[src/rtl/mha_pkg.sv]
// Package: shared constants, arctangent table and sideband types for the heading block.
package mha_pkg;
    localparam int ANGLE_W     = 30;  // signed z, units of 2^-20 degree
    localparam int ANGLE_FRAC  = 20;
    localparam int OUT_W       = 16;
    localparam int TABLE_LEN   = 24;
    localparam logic [OUT_W-1:0] FULL_TURN = 16'd46080;
    localparam logic signed [ANGLE_W-1:0] Z_90  = 30'sd94371840;
    localparam logic signed [ANGLE_W-1:0] Z_180 = 30'sd188743680;

    // Flags that travel beside the data through every stage.
    typedef struct packed {
        logic zero_col;
        logic mirror;
        logic neg_x;
    } t_side;

    function automatic logic signed [ANGLE_W-1:0] atan_deg(input logic [4:0] idx);
        logic signed [ANGLE_W-1:0] v;
        case (idx)
            5'd0:    v = 30'sd47185920;
            5'd1:    v = 30'sd27855475;
            5'd2:    v = 30'sd14718068;
            5'd3:    v = 30'sd7471121;
            5'd4:    v = 30'sd3750058;
            5'd5:    v = 30'sd1876857;
            5'd6:    v = 30'sd938658;
            5'd7:    v = 30'sd469357;
            5'd8:    v = 30'sd234682;
            5'd9:    v = 30'sd117342;
            5'd10:   v = 30'sd58671;
            5'd11:   v = 30'sd29335;
            5'd12:   v = 30'sd14668;
            5'd13:   v = 30'sd7334;
            5'd14:   v = 30'sd3667;
            5'd15:   v = 30'sd1833;
            5'd16:   v = 30'sd917;
            5'd17:   v = 30'sd458;
            5'd18:   v = 30'sd229;
            5'd19:   v = 30'sd115;
            5'd20:   v = 30'sd57;
            5'd21:   v = 30'sd29;
            5'd22:   v = 30'sd14;
            5'd23:   v = 30'sd7;
            default: v = '0;
        endcase
        return v;
    endfunction
endpackage

[src/rtl/mha_cordic_stage.sv]
// One unrolled CORDIC vectoring rotation, degrees accumulator.
module mha_cordic_stage
    import mha_pkg::*;
#(
    parameter int XW   = 34,
    parameter int STEP = 0,
    parameter int PW   = 3
) (
    input  logic                      i_clk,
    input  logic                      i_rst_n,
    input  logic                      i_en,
    input  logic                      i_valid,
    input  logic signed [XW-1:0]      i_x,
    input  logic signed [XW-1:0]      i_y,
    input  logic signed [ANGLE_W-1:0] i_z,
    input  logic [PW-1:0]             i_pass,
    output logic                      o_valid,
    output logic signed [XW-1:0]      o_x,
    output logic signed [XW-1:0]      o_y,
    output logic signed [ANGLE_W-1:0] o_z,
    output logic [PW-1:0]             o_pass
);
    logic signed [XW-1:0]      xs, ys, n_x, n_y;
    logic signed [ANGLE_W-1:0] n_z, t;

    always_comb begin
        xs = i_x >>> STEP;
        ys = i_y >>> STEP;
        t  = atan_deg(5'(STEP));
        if (!i_y[XW-1]) begin
            n_x = i_x + ys;
            n_y = i_y - xs;
            n_z = i_z + t;
        end else begin
            n_x = i_x - ys;
            n_y = i_y + xs;
            n_z = i_z - t;
        end
    end

    always_ff @(posedge i_clk) begin
        if (!i_rst_n) begin
            o_valid <= 1'b0;
        end else if (i_en) begin
            o_valid <= i_valid;
        end
        if (i_en) begin
            o_x    <= n_x;
            o_y    <= n_y;
            o_z    <= n_z;
            o_pass <= i_pass;
        end
    end
endmodule

[config.mk]
export PLATFORM = sky130hd
export DESIGN_NAME = mha_cordic_stage
export DESIGN_NICKNAME = d
export VERILOG_FILES = /design/src/rtl/mha_pkg.sv /design/src/rtl/mha_cordic_stage.sv
export SDC_FILE = /design/constraint.sdc
export NUM_CORES = 1
export LEC_CHECK = 0
export BUFFER_PORTS_ARGS = -buffer_cell sky130_fd_sc_hd__buf_2
export CAP_MARGIN = 30
export CELL_PAD_IN_SITES_DETAIL_PLACEMENT = 1
export CELL_PAD_IN_SITES_GLOBAL_PLACEMENT = 1
export CORE_ASPECT_RATIO = 0.75
export CORE_MARGIN = 2
export CORE_UTILIZATION = 45
export DETAILED_ROUTE_END_ITERATION = 16
export PLACE_DENSITY_LB_ADDON = 0.1
export SLEW_MARGIN = 15
export SYNTH_ARGS = -nofsm -noshare
export SYNTH_HDL_FRONTEND = slang
export SYNTH_SLANG_ARGS = --single-unit
[constraint.sdc]
create_clock -name i_clk -period 5 [get_ports i_clk]
set_clock_uncertainty 0.2 [all_clocks]
set_input_delay 0.25 -clock i_clk [delete_from_list [all_inputs] [get_ports i_clk]]
set_output_delay 0.25 -clock i_clk [all_outputs]
set_load 0.02 [all_outputs]
==> results.sh <==
export IMPL_ys_warn_count=0
export IMPL_critPathKind="in2reg"
export IMPL_holdPathEnd="o_x[33]$_DFFE_PP_"
export IMPL_clkLatencyLatePin_ns=0.37
export IMPL_drtAntennaViolNets=0
export IMPL_ff2ff_setup_slack_ns=3.64
export IMPL_path_max_fanout=19
export IMPL_fin_ws_ns=1.31
export IMPL_wl_microns=33700
export IMPL_core_area_sq_um=20200
export IMPL_io_pins=207
export IMPL_synth_distinct_cells=78
export IMPL_yosysSeqAreaShare_pct=32.7
export IMPL_synth_top_cell_by_area="edfxtp_1"
export IMPL_async_flop_share_pct=0
export IMPL_power_density_nw_per_um2=288
export IMPL_slew_headroom_pct=35.1
export IMPL_vdd_drop_max_mv=0.159
export IMPL_tightestPinTransition_ns=0.974
export IMPL_fin_setup_tns_ns=0
export IMPL_synth_edff_count=100
export IMPL_first_global_vias=8667
export IMPL_area_growth_pct=18.8
export IMPL_cts_tree="done"
export IMPL_via_per_inst=5.92
export IMPL_critPathCaptureType="register"
export IMPL_layout_drive_gt1_share_pct=21.7
export IMPL_cts_buffer_depth=2
export IMPL_hold_viol_final=0
export IMPL_fmax_mhz=271
export IMPL_cts_sinks=101
export IMPL_die_width_microns=170
export IMPL_root_buffer="clkbuf_16"
export IMPL_ff2ff_path_depth=3
export IMPL_whs_path_depth=2
export IMPL_grt_pass1_wl_microns=51600
export IMPL_min_delay_start="i_x[33]"
export IMPL_clk_pin_slew_ns=0.08
export IMPL_fin_nets=1448
export IMPL_cts_buffers=9
export IMPL_r2r_end="o_valid$_SDFFE_PN0P_"
export IMPL_outcome="finished, final reports clean"
export IMPL_firstDrtPassIters=5
export IMPL_required_ns=4.92
export IMPL_h_tree_depth=3
export IMPL_pre_cts_slack_ns=1.04
export IMPL_final_cell_mix="buf_2, a21oi_1, ha_1"
export IMPL_gp_congestion=0.951
export IMPL_avgSynthCellArea_sq_um=8.99
export IMPL_grt_max_degree=70
export IMPL_synthesis_nets=1246
export IMPL_post_cts_setup_buffer_count=0
export IMPL_r2r_start="o_valid$_SDFFE_PN0P_"
export IMPL_initial_core_util_pct=45.8
export IMPL_final_common_cell="buf_2"
export IMPL_synth_area_sq_um=9260
export IMPL_antenna_found_initial=2
export IMPL_yosysTopAreaCellShare_pct=32.4
export IMPL_drv_cap=0
export IMPL_vias=8864
export IMPL_setup_viol=0
export IMPL_dp_hpwl_microns=26000
export IMPL_ys_flop_type="edfxtp_1"
export IMPL_min_period_ns=3.69
export IMPL_grt_overflow_total=0
export IMPL_postSynthCellCount=1030
export IMPL_hp_class="in2reg"
export IMPL_power_leakage_nw=4.86
export IMPL_drcViolationCount=0
export IMPL_drtIter0Drc=717
export IMPL_die_area_sq_um=21700
export IMPL_ys_seq_elements=101
export IMPL_die_height_microns=128
export IMPL_synth_area_leaders="edfxtp_1, ha_1, a21oi_1"
export IMPL_fin_crit_sh_pct=73.9
export IMPL_cts_resized=0
export IMPL_track_usage_pct=30.9
export IMPL_port_buffers=206
export IMPL_row_count=45
export IMPL_cp_arrival_ns=3.61
export IMPL_grt_setup_unrepaired="false"
export IMPL_post_drt_wl_per_cell_microns=22.5
export IMPL_p_total_mw=3.16
export IMPL_final_max_slew_violation_count=0
export IMPL_startpoint_type="input pin"
state kept, by name (all words and copies together) (netlist names):
name and count:
o_pass 3, o_valid 1, o_x 34, o_y 33
o_z 30
cell usage after synthesis, drive strengths merged, types with 7 or more instances:
cell type,count
a211oi,11
a21o,16
a21oi,134
a31oi,8
buf,27
clkbuf,20
edfxtp,100
ha,107
inv,109
mux2i,9
nand2,45
nand2b,12
nand3,13
nand4,9
nor2,87
nor2b,10
nor3,16
nor4,13
o211ai,7
o21a,8
o21ai,69
o21bai,28
o31ai,15
xnor2,67
critical path, cell delays in order:
cell and delay [ns]:
buf_2 0.10, inv_1 0.04, ha_1 0.73, inv_1 0.13, nor3_1 0.54, nand2_1 0.14, nor4_1 0.65, o21a_1 0.25
o22ai_1 0.19, o2111ai_1 0.31, o31ai_2 0.12, xnor2_1 0.14
area by class of cell:
class                      count  area [sq um]
antenna                        3          7.51
clock buffer                   9           225
clock inverter                 7          88.8
fill                        2424          9220
inverter                     111           419
multi-input combinational    771          5570
sequential                   101          3020
tap                          258           323
timing repair buffer         238          1340
logic make-up (layout without fill, tap and decap cells):
logic type	after synthesis	in the layout	synth area share (%)
AOI/OAI and AO/OA	353	353	25.0
adders and majority gates	111	111	15.3
buffers and inverters	158	365	7.15
DFF	101	101	32.7
muxes	11	11	1.22
other	0	3	0
xor gates and xnor gates	73	73	6.91
and+or+nand+nor	223	223	11.7
layer usage:
metal,vias to the layer above,wire length (microns),GRT usage [%]
li1,4100,-,-
met2,369,14900,48.4
met1,4365,15900,45.0
met3,30,2420,4.69
met5,-,0,0
met4,0,518,7.19
metrics by stage:
stage | cell area [sq um] | hold WS [ns] | util, % | instances
2_1_floorplan | 9260 | 0.149 | - | 1030
3_3_place_gp | 10400 | 0.226 | 51.5 | 1453
3_5_place_dp | 10400 | 0.229 | 51.5 | 1453
4_1_cts | 11000 | 0.0343 | 54.4 | 1495
5_1_grt | 11000 | 0.0501 | 54.4 | 1498
6_report | 11000 | 0.0448 | 54.4 | 1498
repair_timing:
action / CTS / global route
endpoints found under the setup margin: 0 / 0
hold buffers: 26 / 0
endpoints found under the hold margin: 25 / 0
where the power goes:
group | switching, mW | internal, mW
clock network | 0.396 | 0.362
logic | 0.825 | 0.437
registers | 0.0446 | 1.10
total | 1.27 | 1.90
worst max-delay path by stage:
| stage | slack, ns | startpoint | depth (start not counted) | end |
|---|---|---|---|---|
| floorplan | 2.06 | i_x[0] | 11 | o_y[26]$_DFFE_PP_ |
| global placement | 1.02 | i_x[17] | 12 | o_x[30]$_DFFE_PP_ |
| detailed placement | 1.04 | i_x[17] | 12 | o_x[30]$_DFFE_PP_ |
| CTS | 1.41 | i_x[17] | 12 | o_x[30]$_DFFE_PP_ |
| global route | 1.07 | i_x[17] | 12 | o_x[30]$_DFFE_PP_ |
| finish | 1.31 | i_x[17] | 12 | o_x[30]$_DFFE_PP_ |
No activity file was read; power rests on OpenSTA's default activity.
